$ cat src/hw/rtl/bvt_pkg.sv
// ----------------------------------------------------------------------------
// bvt_pkg: shared types and constants of the bimodal valley threshold core
// Sizes of the bin store, product width, scan modes and controller states.
// ----------------------------------------------------------------------------
package bvt_pkg;

    localparam int BINS        = 256;
    localparam int ADDR_BITS   = $clog2(BINS);
    localparam int COUNT_BITS  = 24;
    localparam int IN_COUNT_W  = 24;
    localparam int LEVEL_W     = 8;
    localparam int PROD_BITS   = COUNT_BITS + ADDR_BITS;

    localparam logic [32:0] COUNT_LIMIT = (33'(1) << COUNT_BITS) - 33'(1);

    typedef enum logic [1:0] {
        SCAN_PEAK_ONE,
        SCAN_PEAK_TWO,
        SCAN_VALLEY
    } scan_mode_t;

    typedef enum logic [3:0] {
        ST_IDLE,
        ST_START_ONE,
        ST_RUN_ONE,
        ST_START_TWO,
        ST_RUN_TWO,
        ST_START_THREE,
        ST_RUN_THREE,
        ST_DONE,
        ST_HOLD
    } ctrl_state_t;

    typedef struct packed {
        logic       start;
        scan_mode_t mode;
    } scan_cmd_t;

    typedef struct packed {
        logic scan_done;
    } scan_status_t;

    // clamp an incoming count to the stored count width
    function automatic logic [COUNT_BITS-1:0] sat_count(input logic [IN_COUNT_W-1:0] c);
        logic [32:0] ext;
        ext = 33'(c);
        if (ext > COUNT_LIMIT) begin
            return COUNT_BITS'(COUNT_LIMIT);
        end
        return COUNT_BITS'(ext);
    endfunction

endpackage

$ cat src/hw/rtl/bvt_ctrl.sv
// ----------------------------------------------------------------------------
// bvt_ctrl: sequencer of the bimodal valley threshold core
// Runs the three scans in turn and handles both handshakes.
// ----------------------------------------------------------------------------
module bvt_ctrl (
    input  logic                  aclk,
    input  logic                  aresetn,
    input  logic                  s_valid,
    input  logic                  s_last_bin,
    output logic                  s_ready,
    output logic                  m_valid,
    input  logic                  m_ready,
    output bvt_pkg::scan_cmd_t    cmd,
    input  bvt_pkg::scan_status_t status
);
    import bvt_pkg::*;

    ctrl_state_t state_reg;
    ctrl_state_t state_next;
    logic        start_search;

    assign start_search = s_valid && s_ready && s_last_bin;

    always_ff @(posedge aclk) begin
        if (!aresetn) begin
            state_reg <= ST_IDLE;
        end else begin
            state_reg <= state_next;
        end
    end

    always_comb begin
        state_next = state_reg;
        unique case (state_reg)
            ST_IDLE: begin
                if (start_search) state_next = ST_START_ONE;
            end
            ST_START_ONE:   state_next = ST_RUN_ONE;
            ST_RUN_ONE: begin
                if (status.scan_done) state_next = ST_START_TWO;
            end
            ST_START_TWO:   state_next = ST_RUN_TWO;
            ST_RUN_TWO: begin
                if (status.scan_done) state_next = ST_START_THREE;
            end
            ST_START_THREE: state_next = ST_RUN_THREE;
            ST_RUN_THREE: begin
                if (status.scan_done) state_next = ST_DONE;
            end
            ST_DONE: begin
                // a new histogram may finish loading while the result waits
                if (start_search) begin
                    state_next = m_ready ? ST_START_ONE : ST_HOLD;
                end else if (m_ready) begin
                    state_next = ST_IDLE;
                end
            end
            ST_HOLD: begin
                if (m_ready) state_next = ST_START_ONE;
            end
            default: state_next = ST_IDLE;
        endcase
    end

    always_comb begin
        s_ready   = 1'b0;
        m_valid   = 1'b0;
        cmd.start = 1'b0;
        cmd.mode  = SCAN_PEAK_ONE;
        unique case (state_reg)
            ST_IDLE:        s_ready = 1'b1;
            ST_START_ONE: begin
                cmd.start = 1'b1;
                cmd.mode  = SCAN_PEAK_ONE;
            end
            ST_RUN_ONE:     cmd.mode = SCAN_PEAK_ONE;
            ST_START_TWO: begin
                cmd.start = 1'b1;
                cmd.mode  = SCAN_PEAK_TWO;
            end
            ST_RUN_TWO:     cmd.mode = SCAN_PEAK_TWO;
            ST_START_THREE: begin
                cmd.start = 1'b1;
                cmd.mode  = SCAN_VALLEY;
            end
            ST_RUN_THREE:   cmd.mode = SCAN_VALLEY;
            ST_DONE: begin
                s_ready = 1'b1;
                m_valid = 1'b1;
            end
            ST_HOLD:        m_valid = 1'b1;
            default: begin
                s_ready = 1'b0;
            end
        endcase
    end

endmodule

$ cat config.mk
export PLATFORM = sky130hd
export DESIGN_NAME = bvt_ctrl
export DESIGN_NICKNAME = d
export VERILOG_FILES = /design/src/hw/rtl/bvt_pkg.sv /design/src/hw/rtl/bvt_ctrl.sv
export SDC_FILE = /design/constraint.sdc
export NUM_CORES = 1
export LEC_CHECK = 0
export BUFFER_PORTS_ARGS = -buffer_cell sky130_fd_sc_hd__buf_2
export CORE_AREA = 2 2 39 41
export DETAILED_ROUTE_END_ITERATION = 7
export DIE_AREA = 0 0 41 43
export GPL_TIMING_DRIVEN = 0
export PLACE_DENSITY_LB_ADDON = 0.25
export SLEW_MARGIN = 15
export SYNTH_ARGS = -nofsm -noshare
export SYNTH_HDL_FRONTEND = slang
export SYNTH_SLANG_ARGS = --single-unit
$ cat constraint.sdc
create_clock -name aclk -period 2.1 [get_ports aclk]
set_clock_uncertainty 0.05 [all_clocks]
set_input_delay 0.42 -clock aclk [delete_from_list [all_inputs] [get_ports aclk]]
set_output_delay 0.42 -clock aclk [all_outputs]
set_load 0.005 [all_outputs]
**After elaboration in Yosys (flattened, before gate mapping)**

Index checks and enable logic that the tools add are counted.

- $add $sub $neg: 0
- $mul: 0
- Divide/modulo/power cells: 0
- Magnitude comparators: 0
- Equal/unequal tests: 14
- Shift operators: 0
- Mux-type cells: 13
- Bitwise logic cells: 0
- Reductions and logical operators: 9

Operators with widths:

| kind | number |
|---|---|
| 4-bit case mux with 9 select lines | 1 |
| 4-bit 2-to-1 mux | 8 |
| 4-bit by 3-bit equality test with 1-bit output, second input constant | 4 |
| 2-bit inequality test, second input constant | 5 |
| 4-bit by 2-bit equality test with 1-bit output, second input constant | 2 |
| 2-bit OR reduction | 4 |
| 6-bit AND reduction | 1 |
| 4-bit by 1-bit equality test with 1-bit output, second input constant | 1 |
| 4-bit equality test, second input constant | 1 |
| 4-bit zero test | 1 |
| 2-bit case mux with 2 select lines | 1 |
| 1-bit 2-to-1 mux | 3 |
| 3-bit inequality test, second input constant | 1 |
| 3-bit OR reduction | 1 |
| 1-bit logical AND | 2 |

- Flip-flop bits (word level): 4
- Bits in latches: 0
- Bits in writable memories: 0
- Memory bits (read-only): 0
- Output and inout port bits: 5
- Memories kept: 0

**Longest topological paths before layout**

- Word-level depth: 7
- Mapped depth: 4
- Gate-level depth less buffers: 3

**Least setup slack after synthesis**

OpenSTA, ideal clock, no wires.

- Path type: flip-flop to output port
- Start point: reg state_reg[0]
- End point: out s_ready
- Arrival: 957 ps
- Required time: 1,630 ps
- Setup slack: 673 ps
- Stages on the path, launching flop included: 4
- Cell sequence: dfxtp_1 -> buf_6 -> or3_1 -> a21oi_1

- Cells in the longest elaborated chain, start to end: 3
- Elaborated cells between the ends (all ways): 4
- Classes of those cells: eq/ne (1); mux (1); reduce/logical (2)

Ends and longest elaborated chain:

| what | RTL line | RTL |
|---|---|---|
| start: declaration | bvt_ctrl.sv:18 | `ctrl_state_t state_reg;` |
| start signal: assignment | bvt_ctrl.sv:28 | `state_reg <= state_next;` |
| 4-bit by 3-bit equality test with 1-bit output or 4-bit zero test (tied branches) | bvt_ctrl.sv:70 | `unique case (state_reg)` |
| 2-bit OR reduction (no source line) * | - |  |
| 1-bit 2-to-1 mux * | bvt_ctrl.sv:70 |  |
| end: declaration | bvt_ctrl.sv:10 | `output logic s_ready,` |

Every way passes the cells marked *; elsewhere a longest branch is shown, timed or not.

**Final worst setup path**

- Start point: reg state_reg[1]
- End point: out s_ready

The elaborated chain is that of the path after synthesis.

==> results.md <==
- Status: finished clean
- CTS Hold Bufs: 0
- Area leader, netlist: dfxtp_1
- ANT cells: 0
- Seq cells post-synth: 4
- CTS tree: yes
- First-pass GRT wire length: 1.08 mm
- Endpoints failing setup: 0
- Cells after Synth: 41
- Type of origin of the critical path: flip-flop
- Clk buf depth: 2
- Die footprint: 0.00176 mm²
- Setup slack, reg-to-reg: 950 ps
- Worst Hold Launch: aresetn
- Max-cap viol count: 0
- Clk pwr share: 40.7%
- Vias/cell: 5.03
- Worst Reg-to-Reg Cells: 3
- Nets@finish: 62
- DR DRC count: 0
- Largest net degree at the start of global routing: 11
- Wire length per cell: 11.1 µm
- Share of cells above drive strength 1: 33.3%
- Crit-path max FO: 10
- Yosys cell types: 24
- Antenna Violating Nets Remaining: 0
- Synth top cells by count: a21oi_1 (6), dfxtp_1 (4), buf_6 (3), nand2_1 (3), nor2_1 (3)
- Setup ws final: 325 ps
- Die Span Y: 43 µm
- RSZ-0062 raised after global routing: false
- CTS buffer count: 3
- P_leak: 0.189 nW
- Final WL: 779 µm
- Root Buffer: clkbuf_4
- DRT Pass-1 Iters: 4
- TNS Setup: 0 ps
- Syn nets: 47
- Peak VDD IR: 192 µV
- Post-synth ARST share: 0%
- Combinational Power Share: 21.6%
- FP Rows: 14
- Critical R2R Capture: state_reg[0]$_SDFFE_PN0P_
- Max Clock Freq: 0.563 GHz
- Routed wl met3: 45 µm
- Yosys top cell area share: 24.1%
- R2r startpoint: state_reg[3]$_SDFFE_PN0P_
- Slew Viols, Final: 0
- Ranking of synthesized cells by area: dfxtp_1 (24%), buf_6 (10%), a21oi_1 (9.0%)
- RePlAce Congestion: 0.622
- Critical setup path kind: flip-flop to output pin
- EDFF count, synth: 0
- Number of port buffers: 10
- Die X: 41 µm
- Highest metal used: met3
- PwrDens: 516 mW/mm²
- Min-Delay Endpoint: state_reg[3]$_SDFFE_PN0P_
- Post-CTS setup buffers: 0
- CTS HTree Levels: 1
- Worst EP arrival: 1310 ps
- Worst hold path class: input port to flip-flop
- Detailed Place HPWL: 583 µm
- Clk sinks: 4
- Vias in the first global route: 278
- Hold Vio Cnt, Final: 0
- Wl on met1: 362 µm
- Mapped Area: 333 µm²
- Yosys Warn Count: 0
- PostCTS Resize Cnt: 0
- Worst hold path depth: 2
- I/O pin total: 11
- DR WL met2: 372 µm
- Starting Density: 24.1%
- Core ar.: 0.00138 mm²
- Net Sw Frac: 24.2%
- Critical Path End Type: output pin
- Net Sw Power: 0.0000531 W
- Clk_lat worst skew: 230 ps
- Worst slack, placed: 568 ps
- Max reg flops: 4
- Initial antenna violation count: 0
- Ys flop type: dfxtp_1
- Syn Area/Cell: 8.12 µm²
- Internal cell power: 0.000166 W
- Min Tclk post-route: 1780 ps
- Fin crit share: 84.5%
- GRT Overall Usage: 9.24%
- Vias: 352
- Post-synthesis sequential area ratio: 24.1%
- Total grt overflow: 0
- Worst EP required: 1630 ps
- Reg power frac: 37.7%
- Most common cell in the netlist: a21oi_1
- Area delta synth->final: 27.8%
- Max-Slew Margin vs Limit: 79.2%
- Clock-pin slew on the worst setup and hold paths: 30 ps
- WHS: 420 ps
- Measured slew at the worst slew-check pin: 311 ps
- Iteration-0 DRC Markers: 4
placed cells by master (no fill, tap or decap), drive strengths merged, types with 2 or more instances in the layout:
master / instances
buf: 13
a21oi: 6
dfxtp: 4
nor2: 3
nand2: 3
clkbuf: 3
nand3: 2
nand2b: 2
nor3: 2
a211oi: 2
area by class of cell:
class	count	area, µm²
inverters	1	3.75
clock buffers	3	22.5
multi-input cells	33	215
repair buffers	10	50.0
plain buffers	3	33.8
well taps	16	20.0
flip-flops and latches	4	80.1
fillers	163	958
power by group through the flow:
stage	Combinational, W	Clock [W]	Sequential, W
6_report	0.0000474	0.0000894	0.0000828
5_1_grt	0.0000520	0.0000958	0.0000831
4_1_cts	0.0000472	0.0000959	0.0000827
3_5_place_dp	0.0000472	0	0.0000838
3_3_place_gp	0.0000467	0	0.0000838
2_1_floorplan	0.0000304	0	0.0000832
cells by family after synthesis:
family,Yosys count,share of synthesized area (%)
xor+xnor,1,2.63
flops,4,24.1
simple gates,20,37.2
buf+inv,4,11.3
compound gates,12,24.8
metrics by stage:
stage / cells / cell area, µm² / total power [W] / util [%]
after detailed placement: 67 / 403 / 0.000131 / 29.1
after floorplan: 41 / 333 / 0.000114 / -
after global routing: 70 / 425 / 0.000231 / 30.7
final: 70 / 425 / 0.000220 / 30.7
after global placement: 67 / 403 / 0.000130 / 29.1
after CTS: 70 / 425 / 0.000226 / 30.7
worst max-delay path, stage by stage, from the launching register on:
cell and delay [ps]:
dfxtp_1 330, buf_6 150, or3_1 340, a21oi_1 130, buf_2 120
worst max path at each step:
stage / slack [ps] / cells after the start / from / endpoint
finish: 320 / 4 / state_reg[1]$_SDFFE_PN0P_ / s_ready
detailed placement: 570 / 3 / state_reg[3]$_SDFFE_PN0P_ / m_valid
global placement: 580 / 4 / state_reg[1]$_SDFFE_PN0P_ / s_ready
global route: 280 / 3 / state_reg[3]$_SDFFE_PN0P_ / m_valid
CTS: 320 / 4 / state_reg[0]$_SDFFE_PN0P_ / s_ready
floorplan: 670 / 3 / state_reg[0]$_SDFFE_PN0P_ / s_ready
metal layers:
layer	vias up	GRT usage, %
met5	-	0
met4	0	8.00
met3	0	1.57
met2	8	13.4
met1	165	10.9
li1	179	-
Note: power is estimated with default switching activity, not from simulation.
